[config.mk]
export PLATFORM = sky130hd
export DESIGN_NAME = mp4_box_stream_walker_top
export DESIGN_NICKNAME = d
export VERILOG_FILES = /design/src/mbsw_pkg.sv /design/src/mbsw_in_stage.sv /design/src/mbsw_walk.sv /design/src/mbsw_out_stage.sv /design/src/mp4_box_stream_walker_top.sv
export VERILOG_INCLUDE_DIRS = /design/src /design/src/src
export SDC_FILE = /design/constraint.sdc
export NUM_CORES = 1
export LEC_CHECK = 0
export BUFFER_PORTS_ARGS = -buffer_cell sky130_fd_sc_hd__buf_2
export CORE_ASPECT_RATIO = 0.6
export CORE_UTILIZATION = 55
export CTS_CLUSTER_DIAMETER = 100
export DETAILED_ROUTE_END_ITERATION = 8
export GPL_ROUTABILITY_DRIVEN = 1
export GPL_TIMING_DRIVEN = 0
export HOLD_SLACK_MARGIN = 0.02
export PLACE_DENSITY = 0.76
export SYNTH_ARGS = -nofsm -noshare
export SYNTH_HDL_FRONTEND = slang
export SYNTH_SLANG_ARGS = --single-unit
[constraint.sdc]
create_clock -name clk -period 11.85 [get_ports clk]
set_input_delay 0.5925 -clock clk [delete_from_list [all_inputs] [get_ports clk]]
set_output_delay 0.5925 -clock clk [all_outputs]
set_load 0.01 [all_outputs]
[src/mp4_box_stream_walker_top_defines.svh]
// Assertion macros for the box stream walker.
// Used by mp4_box_stream_walker_top; needs clk and rst_n in scope.
`ifndef MP4_BOX_STREAM_WALKER_TOP_DEFINES_SVH
`define MP4_BOX_STREAM_WALKER_TOP_DEFINES_SVH

// Same-cycle implication, checked outside reset
`define MBSW_ASSERT_NOW(label, ante, cons, msg) \
  label: assert property (@(posedge clk) disable iff (!rst_n) (ante) |-> (cons)) \
    else $error(msg);

// Next-cycle implication, checked outside reset
`define MBSW_ASSERT_NEXT(label, ante, cons, msg) \
  label: assert property (@(posedge clk) disable iff (!rst_n) (ante) |=> (cons)) \
    else $error(msg);

`endif

[src/mbsw_pkg.sv]
// Shared types and constants of the box stream walker.
// No dependencies.
package mbsw_pkg;

  // Container depth limit; the depth field is 4 bits wide
  localparam int unsigned MAX_DEPTH = 15;

  // Parse modes
  localparam logic [1:0] MODE_HEADER = 2'd0;
  localparam logic [1:0] MODE_MDAT   = 2'd1;
  localparam logic [1:0] MODE_SKIP   = 2'd2;

  // Result kinds
  localparam logic [1:0] KIND_HDR = 2'd0;
  localparam logic [1:0] KIND_PAY = 2'd1;
  localparam logic [1:0] KIND_BAD = 2'd2;

  // Box types, first character in the top byte
  localparam logic [31:0] TYPE_MOOF = 32'h6D6F_6F66;
  localparam logic [31:0] TYPE_TRAF = 32'h7472_6166;
  localparam logic [31:0] TYPE_MDAT = 32'h6D64_6174;

  // One result word
  typedef struct packed {
    logic [1:0]  kind;
    logic [31:0] box_type;
    logic [31:0] box_size;
    logic [3:0]  nest_depth;
    logic [7:0]  payload_byte;
    logic        last_of_payload;
  } result_t;

  // Pipeline control shared by the stages
  typedef struct packed {
    logic advance;  // every stage moves this cycle
    logic busy;     // input stage holds a word
  } pipe_ctl_t;

endpackage

[src/mbsw_in_stage.sv]
// Input register of the box stream walker.
// Depends on mbsw_pkg.
module mbsw_in_stage (
  input  logic               clk,
  input  logic               rst_n,
  input  logic               in_valid,
  input  logic [7:0]         in_data_byte,
  input  logic               advance,
  output mbsw_pkg::pipe_ctl_t ctl,
  output logic [7:0]         byte_q
);
  import mbsw_pkg::*;

  logic       valid_r;
  logic [7:0] byte_r;

  // control: one word slot, moves whenever the pipe advances
  always_ff @(posedge clk) begin
    if (!rst_n) begin
      valid_r <= 1'b0;
    end else if (advance) begin
      valid_r <= in_valid;
    end
  end

  // payload
  always_ff @(posedge clk) begin
    if (advance && in_valid) begin
      byte_r <= in_data_byte;
    end
  end

  assign ctl.advance = advance;
  assign ctl.busy    = valid_r;
  assign byte_q      = byte_r;

endmodule

[src/mbsw_walk.sv]
// Box header parser and payload counter of the box stream walker.
// Depends on mbsw_pkg.
module mbsw_walk #(
  parameter int unsigned MAX_DEPTH = mbsw_pkg::MAX_DEPTH
) (
  input  logic                clk,
  input  logic                rst_n,
  input  mbsw_pkg::pipe_ctl_t ctl,
  input  logic [7:0]          byte_q,
  output logic                res_valid,
  output mbsw_pkg::result_t   res
);
  import mbsw_pkg::*;

  localparam logic [3:0] DEPTH_CAP = (MAX_DEPTH < 15) ? 4'(MAX_DEPTH) : 4'd15;

  logic [55:0] shift_r, shift_nxt;
  logic [2:0]  cnt_r, cnt_nxt;
  logic [31:0] rem_r, rem_nxt;
  logic [1:0]  mode_r, mode_nxt;
  logic [3:0]  depth_r, depth_nxt;

  logic [63:0] hdr_word;
  logic [31:0] size_w;
  logic [31:0] type_w;
  logic        rem_last;
  logic        en;

  assign en       = ctl.advance && ctl.busy;
  assign hdr_word = {shift_r, byte_q};
  assign size_w   = hdr_word[63:32];
  assign type_w   = hdr_word[31:0];
  assign rem_last = (rem_r[31:1] == 31'd0);

  // next state and result for the word in the input register
  always_comb begin
    shift_nxt = shift_r;
    cnt_nxt   = cnt_r;
    rem_nxt   = rem_r;
    mode_nxt  = mode_r;
    depth_nxt = depth_r;
    res_valid = 1'b0;
    res       = '0;
    res.nest_depth = depth_r;
    unique case (mode_r)
      MODE_MDAT: begin
        res_valid           = 1'b1;
        res.kind            = KIND_PAY;
        res.payload_byte    = byte_q;
        res.last_of_payload = rem_last;
        rem_nxt  = rem_last ? 32'd0 : rem_r - 32'd1;
        mode_nxt = rem_last ? MODE_HEADER : MODE_MDAT;
      end
      MODE_SKIP: begin
        rem_nxt  = rem_last ? 32'd0 : rem_r - 32'd1;
        mode_nxt = rem_last ? MODE_HEADER : MODE_SKIP;
      end
      default: begin
        // header mode; the unused code falls back here
        mode_nxt = MODE_HEADER;
        if (cnt_r == 3'd7) begin
          cnt_nxt      = 3'd0;
          res_valid    = 1'b1;
          res.box_type = type_w;
          res.box_size = size_w;
          if (size_w < 32'd8) begin
            res.kind = KIND_BAD;
          end else begin
            res.kind = KIND_HDR;
            if (type_w == TYPE_MOOF || type_w == TYPE_TRAF) begin
              if (depth_r < DEPTH_CAP) depth_nxt = depth_r + 4'd1;
            end else begin
              rem_nxt = size_w - 32'd8;
              if (size_w != 32'd8) begin
                mode_nxt = (type_w == TYPE_MDAT) ? MODE_MDAT : MODE_SKIP;
              end
            end
          end
        end else begin
          cnt_nxt   = cnt_r + 3'd1;
          shift_nxt = hdr_word[55:0];
        end
      end
    endcase
    // no result without a word in the input register
    if (!ctl.busy) res_valid = 1'b0;
  end

  // control state
  always_ff @(posedge clk) begin
    if (!rst_n) begin
      cnt_r   <= 3'd0;
      rem_r   <= 32'd0;
      mode_r  <= MODE_HEADER;
      depth_r <= 4'd0;
      shift_r <= 56'd0;
    end else if (en) begin
      cnt_r   <= cnt_nxt;
      rem_r   <= rem_nxt;
      mode_r  <= mode_nxt;
      depth_r <= depth_nxt;
      shift_r <= shift_nxt;
    end
  end

endmodule

[src/mbsw_out_stage.sv]
// Result register of the box stream walker; generates the pipe advance.
// Depends on mbsw_pkg.
module mbsw_out_stage (
  input  logic              clk,
  input  logic              rst_n,
  input  logic              out_stall,
  input  logic              res_valid,
  input  mbsw_pkg::result_t res,
  output logic              advance,
  output logic              out_valid,
  output mbsw_pkg::result_t res_q
);
  import mbsw_pkg::*;

  logic    valid_r;
  result_t res_r;

  // pipe moves when the result slot is empty or being taken
  assign advance = !valid_r || !out_stall;

  always_ff @(posedge clk) begin
    if (!rst_n) begin
      valid_r <= 1'b0;
    end else if (advance) begin
      valid_r <= res_valid;
    end
  end

  always_ff @(posedge clk) begin
    if (advance && res_valid) begin
      res_r <= res;
    end
  end

  assign out_valid = valid_r;
  assign res_q     = res_r;

endmodule

[src/mp4_box_stream_walker_top.sv]
// Top level of the media file box stream walker.
// Depends on mbsw_pkg, mbsw_in_stage, mbsw_walk, mbsw_out_stage and the defines header.
//
// Usage:
//   Input channel: one file byte per word on in_data_byte, taken when
//   in_valid is high and in_stall is low.
//   Result channel: out_kind tells a box header report, an mdat payload
//   byte or a malformed header (size below 8). A word is taken when
//   out_valid is high and out_stall is low.
//   Path: the byte that causes a result is held in the input register, then
//   the result is written to the result register, where it waits until it
//   is taken.
//   Throughput: one byte per cycle while out_stall does not hold the pipe;
//   the parser updates its counters and header shift register for each byte.
//   Bytes that cause no result (header bytes before the eighth, skipped
//   payload) leave nothing on the result channel.
//   Stall: while the result register holds an untaken word and out_stall
//   is high, the whole pipe holds and in_stall is raised.
//   Reset: rst_n low for one clock empties both registers, returns the
//   parser to header mode at depth zero.
`include "mp4_box_stream_walker_top_defines.svh"

module mp4_box_stream_walker_top #(
  parameter int unsigned MAX_DEPTH = mbsw_pkg::MAX_DEPTH
) (
  input  logic        clk,
  input  logic        rst_n,
  input  logic        in_valid,
  output logic        in_stall,
  input  logic [7:0]  in_data_byte,
  output logic        out_valid,
  input  logic        out_stall,
  output logic [1:0]  out_kind,
  output logic [31:0] out_box_type,
  output logic [31:0] out_box_size,
  output logic [3:0]  out_nest_depth,
  output logic [7:0]  out_payload_byte,
  output logic        out_last_of_payload
);
  import mbsw_pkg::*;

  logic      advance;
  pipe_ctl_t ctl;
  logic [7:0] byte_q;
  logic      res_valid;
  result_t   res;
  result_t   res_q;

  mbsw_in_stage u_in (
    .clk          (clk),
    .rst_n        (rst_n),
    .in_valid     (in_valid),
    .in_data_byte (in_data_byte),
    .advance      (advance),
    .ctl          (ctl),
    .byte_q       (byte_q)
  );

  mbsw_walk #(
    .MAX_DEPTH (MAX_DEPTH)
  ) u_walk (
    .clk       (clk),
    .rst_n     (rst_n),
    .ctl       (ctl),
    .byte_q    (byte_q),
    .res_valid (res_valid),
    .res       (res)
  );

  mbsw_out_stage u_out (
    .clk       (clk),
    .rst_n     (rst_n),
    .out_stall (out_stall),
    .res_valid (res_valid),
    .res       (res),
    .advance   (advance),
    .out_valid (out_valid),
    .res_q     (res_q)
  );

  assign in_stall            = !advance;
  assign out_kind            = res_q.kind;
  assign out_box_type        = res_q.box_type;
  assign out_box_size        = res_q.box_size;
  assign out_nest_depth      = res_q.nest_depth;
  assign out_payload_byte    = res_q.payload_byte;
  assign out_last_of_payload = res_q.last_of_payload;

  // checks
  `MBSW_ASSERT_NOW(a_kind_legal, out_valid, (out_kind == KIND_HDR || out_kind == KIND_PAY || out_kind == KIND_BAD), "unknown result kind")
  `MBSW_ASSERT_NOW(a_pay_clean, out_valid && out_kind == KIND_PAY, (out_box_type == 32'd0 && out_box_size == 32'd0), "payload word carries header fields")
  `MBSW_ASSERT_NOW(a_bad_small, out_valid && out_kind == KIND_BAD, (out_box_size < 32'd8 && !out_last_of_payload), "malformed report with legal size")
  `MBSW_ASSERT_NEXT(a_hdr_flags, out_valid && !out_stall && (out_kind == KIND_HDR), (!out_valid || out_kind != KIND_HDR || out_payload_byte == 8'd0), "header report with payload byte")

endmodule
Word-level counts from Yosys, hierarchy flattened
Index checks and enable logic that the tools add are counted.
Widths: inputs -> output; s select.
Word-level totals
  flip-flop bits (word level): 186
  input bits: 12
Operators by class
  add/sub/neg operators: 4
  order comparisons: 2
  equality and inequality tests: 9
  muxes and demuxes: 20
  bitwise logic cells: 3
  reductions and logical operators: 16
Operators with widths (number)
  $mux 32: 5
  $eq 32x31->1 const B: 3
  $mux 66: 1
  $lt 32x4->1 const B: 1
  $ne 32x4->1 const B: 1
  $sub 32x1->32 const B: 1
  $sub 32x4->32 const B: 1
  $logic_not 31->1: 1
  $mux 2: 7
  $pmux 2 s2: 2
  $reduce_and 6->1: 1
  $add 4x1->4 const B: 1
  $lt 4x4->1 const B: 1
  $ne 2x2->1 const B: 2
  $reduce_and 4->1: 1
  $add 3x1->3 const B: 1
  $eq 3x3->1 const B: 1
  $logic_and 1x1->1: 3
  $logic_not 1->1: 3
  $mux 1: 3
  $mux 3: 1
  $not 1->1: 3
  $reduce_and 3->1: 1
  $reduce_or 3->1: 1
  7 further kinds: 8

Longest topological paths before layout
Gate-level depths: netlist (run 1).
  depth in word-level cells: 7
  mapped depth: 11
  gate-level depth less buffers: 8

By module
Synthesis (run 1) repeated with hierarchy kept, for this count alone.
Unflattened totals
  cell total of the unflattened synthesis: 839
  area, all modules: 8309.2 um2
Modules (own cells, without submodules)
  mbsw_walk: instances 1, cells an instance 740, area an instance 5592.9 um2, seq. area each 1941.9 um2
  mbsw_out_stage: instances 1, cells an instance 84, area an instance 2413.6 um2, seq. area each 2392.3 um2
  mbsw_in_stage: instances 1, cells an instance 14, area an instance 299.0 um2, seq. area each 260.2 um2
  mp4_box_stream_walker_top: instances 1, cells an instance 1, area an instance 3.8 um2, seq. area each 0.0 um2

Worst setup path after synthesis (run 1)
Ideal clock, no wire load.
  path kind: register to register
  start point: reg u_walk.mode_r[0]
  end point: reg u_out.res_r, in the netlist u_out.res_q[0], enable pin
  data arrival time: 5117 ps
  data required time: 11306 ps
  setup slack: 6189 ps
  cell stages (with the launch flop): 8
  path buffers: 2
  period minus slack after synthesis: 5661 ps
  path through: dfxtp_1 -> inv_1 -> ha_1 -> clkbuf_1 -> inv_1 -> clkbuf_1 -> nand2_1 -> a21oi_1
On the way
  word-level cells in the longest chain between the ends: 4
  elaborated cells on any way between the ends: 5
  classes of those cells: eq/ne (2); mux (2); reduce/logical (1)
RTL lines
  start: declaration: line mbsw_walk.sv:20  | logic [1:0] mode_r, mode_nxt;
  start signal: assignment: line mbsw_walk.sv:100  | mode_r <= mode_nxt;
  $eq 2x2->1 / $eq 2x1->1 (equally long branches): line mbsw_walk.sv:45  | unique case (mode_r)
  $pmux 1 s2 (*): line mbsw_walk.sv:45
  $mux 1 (*): line mbsw_walk.sv:86  | if (!ctl.busy) res_valid = 1'b0;
  $logic_and 1x1->1 (*): line mbsw_out_stage.sv:30  | if (advance && res_valid) begin
  end signal: assignment: line mbsw_out_stage.sv:31  | res_r <= res;
  end: declaration: line mbsw_out_stage.sv:16  | result_t res_r;
Every way passes the cells marked *; elsewhere a longest branch is shown, timed or not.
A chain may end at the register's enable or synchronous reset.

Worst setup path after layout (run 1)
  start point: reg u_walk.mode_r[0]
  end point: reg u_walk.rem_r[31]
On the way
  word-level cells in the longest chain between the ends: 4
  elaborated cells on any way between the ends: 8
  classes of those cells: eq/ne (4); mux (1); reduce/logical (3)
RTL lines
  $eq 2x1->1 / $eq 2x2->1 (equally long branches): line mbsw_walk.sv:45
  $reduce_or 2->1 (no source line) (*)
  $ne 2x2->1 (no source line) / $reduce_bool 2->1 (equally long branches)
  $reduce_and 4->1 (no source line)
  end signal: assignment: line mbsw_walk.sv:99  | rem_r <= rem_nxt;
  end: declaration: line mbsw_walk.sv:19  | logic [31:0] rem_r, rem_nxt;
Marks and branches as above.

==> results.yml, run 1 <==
logic_synthesis:
  ys_ff_latch: 186
  synth_ff_type: "dfxtp_1"
  synth_warnings: 0
  synth_common_cells: "150 x nand2_1, 99 x dfxtp_1, 87 x edfxtp_1"
  synth_top_area_share_pct: 31.8
  synth_edf_count: 87
  syn_avg_cell_area_um2: 10.0
  async_reset_ff_share_pct: 0
  synth_nets: 840
  yosysSeqAreaShare_pct: 56.0
  yosysMostFrequentCell: "nand2_1"
  netlist_area_um2: 8210
  yosysTopAreaCell: "edfxtp_1"
  syn-instance-count: 821
  synthDistinctLibCells: 74
  synth_area_leaders: "edfxtp_1 32%, dfxtp_1 24%, nand2_1 6.9%, and2_1 5.6%, a21oi_1 4.3%"
worst_setup_path:
  critPathArrivalTime_ps: 3640
  critPathRequiredTime_ps: 12170
  cp-end-kind: "register"
  crit_family: "simple AND/OR/NAND/NOR gates"
  cp_slowest_cell: "nor4_1"
  r2r_cells: 8
  crit_path_start_kind: "register"
  r2r-start: "u_walk.mode_r[0]"
  cp_max_fo: 9
  reg2reg_slack_ps: 8530
  max_stage_delay_ps: 920
  rr_endpoint: "u_walk.rem_r[31]"
  critPathBufInv: 2
  worstPathCellList: "inv_1, ha_1, clkbuf_1, nor2_1, nand3_1, nor4_1, nand2_1, a31o_2"
  path_class: "reg2reg"
power_and_ir_drop:
  peakVddDrop_uv: 85.3
  power.density_nw_per_um2: 144
  p_leak_uw: 0.00356
floorplanning:
  die_w_um: 160
  start_util_pct: 56.4
  io_pins: 93
  rows: 34
  core_um2: 14500
  dieArea_um2: 15400
  die_height_um: 96.6
sta:
  min_period_over_period_pct: 28.0
  setup_viol: 0
  fin_skew_ps: 11.2
  worst_pin_slew_ps: 1110
  fin_setup_tns_ps: 0
  fmax_ghz: 0.302
  slew_viol_final: 0
  slew_headroom_pct: 25.4
  min_period_ps: 3320
  hold_violations: 0
  rsz0062_at_grt: "no"
placed_design:
  globalplace.congestion: 0.910
  dpl.hpwl_mm: 14.8
  portBuffers: 92
route:
  wl_per_cell_um: 18.4
  num_vias: 6857
  drt_wl_total_mm: 21.0
  firstDrtPassIters: 7
  drc: 0
  vias_per_cell: 5.99
  drt_iter0_drc: 947
  drtAntennaViolNets: 0
grt:
  grt_usage_pct: 27.6
  grt_remaining_overflow: 0
  antenna_found_initial: 1
  grt_pass1_vias: 6016
  grt_pass1_wl_mm: 33.0
  grt_max_degree: 31
hold_path:
  hp-class: "in2reg"
  min-delay-start: "in_data_byte[7]"
  hold_depth: 1
  min_to: "u_in.byte_q[7]"
finish:
  areaGrowthSynthToFinish_pct: 16.5
  drive_above_1_share_pct: 16.5
  fillers: 1176
  final_core_util_pct: 65.8
  antennaDiodeCount: 0
  fin_nets: 953
clocking:
  cts_hold_buf: 0
  cts.sinks: 186
  cts_setup_buffers: 0
  insertion_delay_ps: 430
  cts_buffers: 17
  cts.path.max_buffers: 2
  clk_transition_reported_paths_ps: 80
  cts_tree: "yes"
  htreeDepth: 4
  ctsResizeCount: 0
  clock-root-buffer: "clkbuf_16"
run:
  maxCapViolCount: 0
status:
  status: "complete, no violations"
[area by class of cell]
| class | count | area, um2 | share of cell area [%] |
|---|---|---|---|
| flip-flops and latches | 186 | 4590 | 48.0 |
| inverters | 16 | 60.1 | 0.628 |
| plain buffers | 49 | 215 | 2.25 |
| multi-input cells | 570 | 3360 | 35.1 |
| clock inverters | 13 | 151 | 1.58 |
| well taps | 198 | 248 | 2.59 |
| repair buffers | 94 | 500 | 5.23 |
| clock buffers | 18 | 439 | 4.59 |
[worst max path at each step]
stage                          start                to  slack (ps)  cells after the start
floorplan           u_walk.mode_r[0]    u_out.res_q[0]        6190                      7
global placement    u_walk.mode_r[0]   u_out.res_q[19]        4170                      7
detailed placement         out_stall  u_walk.rem_r[31]        8480                      8
CTS                 u_walk.mode_r[0]  u_walk.rem_r[31]        8750                      8
global route        u_walk.mode_r[0]  u_walk.rem_r[31]        8420                      8
finish              u_walk.mode_r[0]  u_walk.rem_r[31]        8530                      8
[layout by cell type (no fill, tap or decap), drive strengths merged, types with 4 or more instances in the layout]
master / Yosys / layout
edfxtp: 87 / 87
o31ai: 9 / 9
and3: 8 / 8
a22oi: 5 / 5
nand3b: 6 / 6
inv: 16 / 23
nor3b: 5 / 5
nand4: 7 / 7
nor2: 31 / 31
a32oi: 4 / 4
xnor2: 13 / 13
and2: 75 / 75
buf: 12 / 106
ha: 7 / 7
or4: 8 / 8
clkbuf: 37 / 55
dfxtp: 99 / 99
xor2: 12 / 12
or2: 4 / 4
nand3: 12 / 12
nor3: 18 / 18
nand2: 151 / 151
o21ai: 12 / 12
nor4b: 4 / 4
or3: 11 / 11
nor4: 15 / 15
a32o: 11 / 11
a21oi: 72 / 72
clkinv: 0 / 4
a211oi: 5 / 5
o22ai: 24 / 24
[layer usage]
metal,GRT usage (%),up-vias,routed length (um)
li1,-,3191,-
met5,0,-,10
met2,34.5,382,8180
met1,44.9,3251,10000
met4,6.80,2,224
met3,8.66,31,2580
[through the flow]
step                      total power, uW  setup slack, ps  hold WS (ps)  cell area (um2)  instances
after floorplan                       781             6190           439             8210        821
after global placement                813             4170           451             8920       1111
after detailed placement              814             8480           458             8970       1113
after CTS                            1380             8750           320             9560       1144
after global routing                 1420             8420           314             9570       1144
final                                1380             8530           327             9570       1144
[logic make-up after synthesis]
group / Yosys count / synth area share [%]
multiplexers: 2 / 0.244
buffers and inverters: 65 / 3.35
AO/OA/AOI/OAI: 173 / 13.9
adder cells (fa/ha/maj): 7 / 1.07
AND/OR/NAND/NOR: 363 / 22.8
XOR/XNOR: 25 / 2.67
flip-flops: 186 / 56.0
[power by group]
| group | internal (uW) | switching [uW] | total (uW) | leakage [uW] |
|---|---|---|---|---|
| Combinational | 36.3 | 81.7 | 118 | 0.00165 |
| Clock | 305 | 264 | 569 | 0.000288 |
| Sequential | 678 | 10.8 | 689 | 0.00162 |
| Total | 1020 | 357 | 1380 | 0.00356 |
[flip-flops by register name (all words and copies together), names as in the netlist]
register	count
u_out.res_q	79
u_walk.shift_r	56
u_walk.rem_r	32
u_in.byte_q	8
u_walk.depth_r	4
u_walk.cnt_r	3
u_walk.mode_r	2
u_in.valid_r	1
u_out.out_valid	1
Note: power is estimated with default switching activity, not from simulation.
==> inputs of run 2 (changes only) <==
==> constraint.sdc (replaced) <==
create_clock -name clk -period 3.2 [get_ports clk]
set_input_delay 0.16 -clock clk [delete_from_list [all_inputs] [get_ports clk]]
set_output_delay 0.16 -clock clk [all_outputs]
set_load 0.01 [all_outputs]
==> run 2 against run 1 <==
Effect of this change: via count grew 1.4%; sequential power rose to 3.7 times the previous value; die area unchanged; fmax rose by 10%; worst setup slack lost 8300 ps; first-iteration DRC count fell by 11%; global-route usage grew 0.14 points; critical path type unchanged; largest cell class unchanged; largest power group unchanged.
==> results.yml, run 2 (synthesized netlist as in run 1, its figures left out) <==
status:
  status: "complete, no violations"
clocking:
  cts_tree: "yes"
  clock-root-buffer: "clkbuf_16"
  cts.path.max_buffers: 2
  cts.sinks: 186
  htreeDepth: 4
  cts_buffers: 17
  clk_transition_reported_paths_ps: 70
  insertion_delay_ps: 430
grt:
  grt_remaining_overflow: 0
  antenna_found_initial: 0
  grt_max_degree: 34
  grt_pass1_wl_mm: 33.1
  grt_pass1_vias: 6181
  grt_usage_pct: 27.8
sta:
  fin_skew_ps: 10.4
  rsz0062_at_grt: "no"
  slew_viol_final: 0
  min_period_over_period_pct: 93.9
  setup_viol: 0
  fin_setup_tns_ps: 0
  worst_pin_slew_ps: 1410
  timing.hold.ws_ps: 105
  hold_violations: 0
  fmax_ghz: 0.333
  slew_headroom_pct: 5.50
  min_period_ps: 3000
  worst_slack_ps: 197
floorplanning:
  dieArea_um2: 15400
  start_util_pct: 56.4
  rows: 34
  core_um2: 14500
  io_pins: 93
  die_height_um: 96.6
  die_w_um: 160
placed_design:
  portBuffers: 92
  placedCellCount: 1113
  dpl.hpwl_mm: 15.1
  place_ws_ps: 67.8
  globalplace.congestion: 0.914
worst_setup_path:
  crit_path_start_kind: "register"
  path_class: "reg2reg"
  cp_max_fo: 10
  critPathArrivalTime_ps: 3320
  cp-end-kind: "register"
  critPathRequiredTime_ps: 3520
route:
  drc: 0
  firstDrtPassIters: 6
  drt_wl_total_mm: 21.5
  vias_per_cell: 6.01
  drtAntennaViolNets: 0
  num_vias: 6952
  wl_per_cell_um: 18.6
  drt_iter0_drc: 847
power_and_ir_drop:
  pwr-share-clk_pct: 41.6
  pwr-share-comb_pct: 8.7
  peakVddDrop_uv: 389
  p_sw_share_pct: 25.3
  power.switching_uw: 1290
  p_leak_uw: 0.00359
  p_int_uw: 3830
  p_seq_share_pct: 49.8
  power.density_nw_per_um2: 529
  total_power_uw: 5130
finish:
  areaGrowthSynthToFinish_pct: 17.9
  fin_cells: 1157
  fin_nets: 964
  final_common_cell: "nand2_1"
  final_cell_mix: "150 x nand2_1, 99 x dfxtp_1, 94 x buf_2, 87 x edfxtp_1, 73 x and2_1"
  largest_reg_flops: 79
  drive_above_1_share_pct: 16.4
run:
  maxCapViolCount: 0
hold_path:
  hp-class: "in2reg"
run 2: layout make-up:
type                            instances  area, um2
Antenna cell                            1       2.50
Buffer                                 49        215
Clock buffer                           19        433
Clock inverter                         13        163
Fill cell                            1158       4870
Inverter                               16       60.1
Multi-Input combinational cell        571       3370
Sequential cell                       186       4590
Tap cell                              198        248
Timing Repair Buffer                  104        598
run 2: critical path, stage by stage, from the launching register on:
cell	delay (ps)
dfxtp_1	340
a21bo_2	240
clkbuf_1	320
nor2_1	680
nand3_1	350
nor4_2	560
nand2_1	130
a31o_2	270
run 2: per-layer routing:
layer | GRT usage [%] | vias up | wire [um]
li1 | - | 3217 | -
met1 | 44.4 | 3289 | 10000
met2 | 36.5 | 409 | 8530
met3 | 6.90 | 37 | 2690
met4 | 7.54 | 0 | 274
met5 | 0 | - | 0
run 2: repair_timing:
| action | in CTS | in global routing |
|---|---|---|
| setup endpoints to repair | 0 | 37 |
| resized for setup | 0 | 1 |
| buffers inserted | 0 | 1 |
| endpoints found under the hold margin | 9 | 0 |
| hold buffers | 9 | 0 |
run 2: metrics by stage:
step / cell area (um2) / utilization (%)
after floorplan: 8220 / -
after global placement: 8930 / 61.4
after detailed placement: 8970 / 61.7
after CTS: 9660 / 66.4
after global routing: 9680 / 66.5
final: 9680 / 66.5
run 2: path summary, 6_finish.rpt:
check                                   from               end  slack [ps]  cells after the start
worst min register to register  u_in.valid_r      u_in.valid_r         470                      2
worst max register to register  u_in.valid_r  u_walk.rem_r[31]         200                      7
worst min-delay path               out_stall      u_in.valid_r         100                      4
worst max-delay path            u_in.valid_r  u_walk.rem_r[31]         200                      7
run 2: power groups by stage:
stage,combinational (uW),clock (uW),sequential [uW]
2_1_floorplan,301,0,2590
3_3_place_gp,407,0,2600
3_5_place_dp,414,0,2600
4_1_cts,426,2140,2550
5_1_grt,481,2250,2550
6_report,444,2130,2550
==> inputs of run 3 (changes only) <==
--- a/config.mk
+++ b/config.mk
@@ -7,7 +7,7 @@
 export NUM_CORES = 1
 export LEC_CHECK = 0
 export BUFFER_PORTS_ARGS = -buffer_cell sky130_fd_sc_hd__buf_2
-export CORE_ASPECT_RATIO = 0.6
+export CORE_ASPECT_RATIO = 0.5
 export CORE_UTILIZATION = 55
 export CTS_CLUSTER_DIAMETER = 100
 export DETAILED_ROUTE_END_ITERATION = 8
==> run 3 against run 2 <==
Effect of this change: largest cell class unchanged; count of clock-buffer cells in the layout fell by 1; clock power fell by 4%; combinational power decreased by 1%; utilization about the same; critical path depth up 1.
==> results.yml, run 3 (synthesized netlist as in run 1, its figures left out) <==
finish:
  fillers: 1176
  final_core_util_pct: 66.6
  multi_input_area_um2: 3370
  final_common_cell: "nand2_1"
  fin_area_um2: 9660
  drive_above_1_share_pct: 16.5
  antennaDiodeCount: 0
  final_cell_mix: "150 x nand2_1, 99 x dfxtp_1, 94 x buf_2, 87 x edfxtp_1, 73 x and2_1"
  register_area_um2: 4590
  largest_reg_flops: 79
  areaGrowthSynthToFinish_pct: 17.6
  fin_nets: 963
clocking:
  cts_tree: "yes"
  cts_setup_buffers: 0
  htreeDepth: 4
  cts.sinks: 186
  cts.path.max_buffers: 2
  clk_transition_reported_paths_ps: 70
  insertion_delay_ps: 430
  clock-root-buffer: "clkbuf_16"
  cts_buffers: 17
grt:
  antenna_found_initial: 0
  grt_remaining_overflow: 0
  grt_usage_pct: 26.7
  grt_max_degree: 33
  grt_pass1_vias: 6139
  grt_pass1_wl_mm: 31.6
sta:
  hold_violations: 0
  worst_pin_slew_ps: 963
  slew_viol_final: 0
  fmax_ghz: 0.339
  setup_viol: 0
  timing.hold.ws_ps: 141
  fin_skew_ps: 8.21
  min_period_over_period_pct: 92.1
  rsz0062_at_grt: "no"
  slew_headroom_pct: 35.0
  fin_setup_tns_ps: 0
  min_period_ps: 2950
placed_design:
  place_area_um2: 8980
  portBuffers: 92
  globalplace.congestion: 0.920
  dpl.hpwl_mm: 13.9
power_and_ir_drop:
  power.density_nw_per_um2: 521
  p_leak_uw: 0.00360
  total_power_uw: 5030
  peakVddDrop_uv: 365
floorplanning:
  start_util_pct: 56.6
  rows: 31
  die_height_um: 88.4
  die_w_um: 175
  dieArea_um2: 15500
  io_pins: 93
  core_um2: 14500
worst_setup_path:
  cp-end-kind: "register"
  reg2reg_slack_ps: 250
  crit_path_start_kind: "register"
  critPathArrivalTime_ps: 3240
  r2r_cells: 8
  cp_max_fo: 10
  path_class: "reg2reg"
  critPathRequiredTime_ps: 3490
route:
  vias_per_cell: 5.84
  firstDrtPassIters: 6
  num_vias: 6740
  drt_wl_total_mm: 20.2
  drc: 0
  wl_per_cell_um: 17.5
  drtAntennaViolNets: 0
  drt_iter0_drc: 604
hold_path:
  hp-class: "in2reg"
  hold_depth: 3
run:
  maxCapViolCount: 0
status:
  status: "complete, no violations"
-- run 3: cell count changes in the layout (fill, tap and decap cells not counted) --
| cell | change |
|---|---|
| buf_4 | -1 |
| bufinv_16 | -2 |
| clkbuf_1 | -1 |
| clkinv_4 | +3 |
| clkinv_8 | +1 |
| clkinvlp_4 | -4 |
| diode_2 | -1 |
| inv_8 | +3 |
| nor3b_1 | -1 |
| nor3b_2 | +1 |
-- run 3: metrics by stage --
| stage | cells | setup WS (ps) |
|---|---|---|
| finish | 1155 | 252 |
| detailed placement | 1113 | 89.2 |
| CTS | 1154 | 71.0 |
| floorplan | 821 | 142 |
| global route | 1155 | 21.3 |
| global placement | 1111 | -716 |
-- run 3: cell type report --
type	instances	share of cell area (%)
buffer	49	2.23
clock buffer	18	4.44
clock inverter	14	1.54
inverter	16	0.622
multi-input combinational	571	34.9
sequential	186	47.6
tap	198	2.56
timing repair buffer	103	6.11
-- run 3: final timing paths --
check                     endpoint                from
setup / recovery  u_walk.rem_r[23]  u_walk.shift_r[29]
hold / removal     u_walk.rem_r[2]               rst_n
setup reg to reg  u_walk.rem_r[23]  u_walk.shift_r[29]
hold reg to reg    u_walk.rem_r[8]     u_walk.rem_r[8]
-- run 3: report_power, final --
group | total [uW] | leakage (uW) | internal (uW) | switching, uW
combinational | 438 | 0.00169 | 142 | 297
sequential | 2550 | 0.00162 | 2510 | 36.1
clock | 2050 | 0.000286 | 1050 | 1000
-- run 3: routing by layer --
metal	GRT usage [%]	vias to the layer above	part of all wire, %
li1	-	3220	-
met1	37.3	3186	46
met2	42.5	303	45
met3	5.07	31	7.4
met4	8.30	0	1.8
met5	0	-	0
-- run 3: what timing repair did --
action	in CTS	in global routing
setup endpoints to repair	0	65
endpoints found under the hold margin	9	0
resized for setup	0	1
hold buffers	9	0
-- run 3: critical path: stages, from the launching register on --
cell and delay (ps):
dfxtp_1 300, clkbuf_1 210, nor4_2 540, nand3b_1 370
nor2_1 340, nand2_1 170, a32oi_2 430, buf_2 330
o32ai_1 110
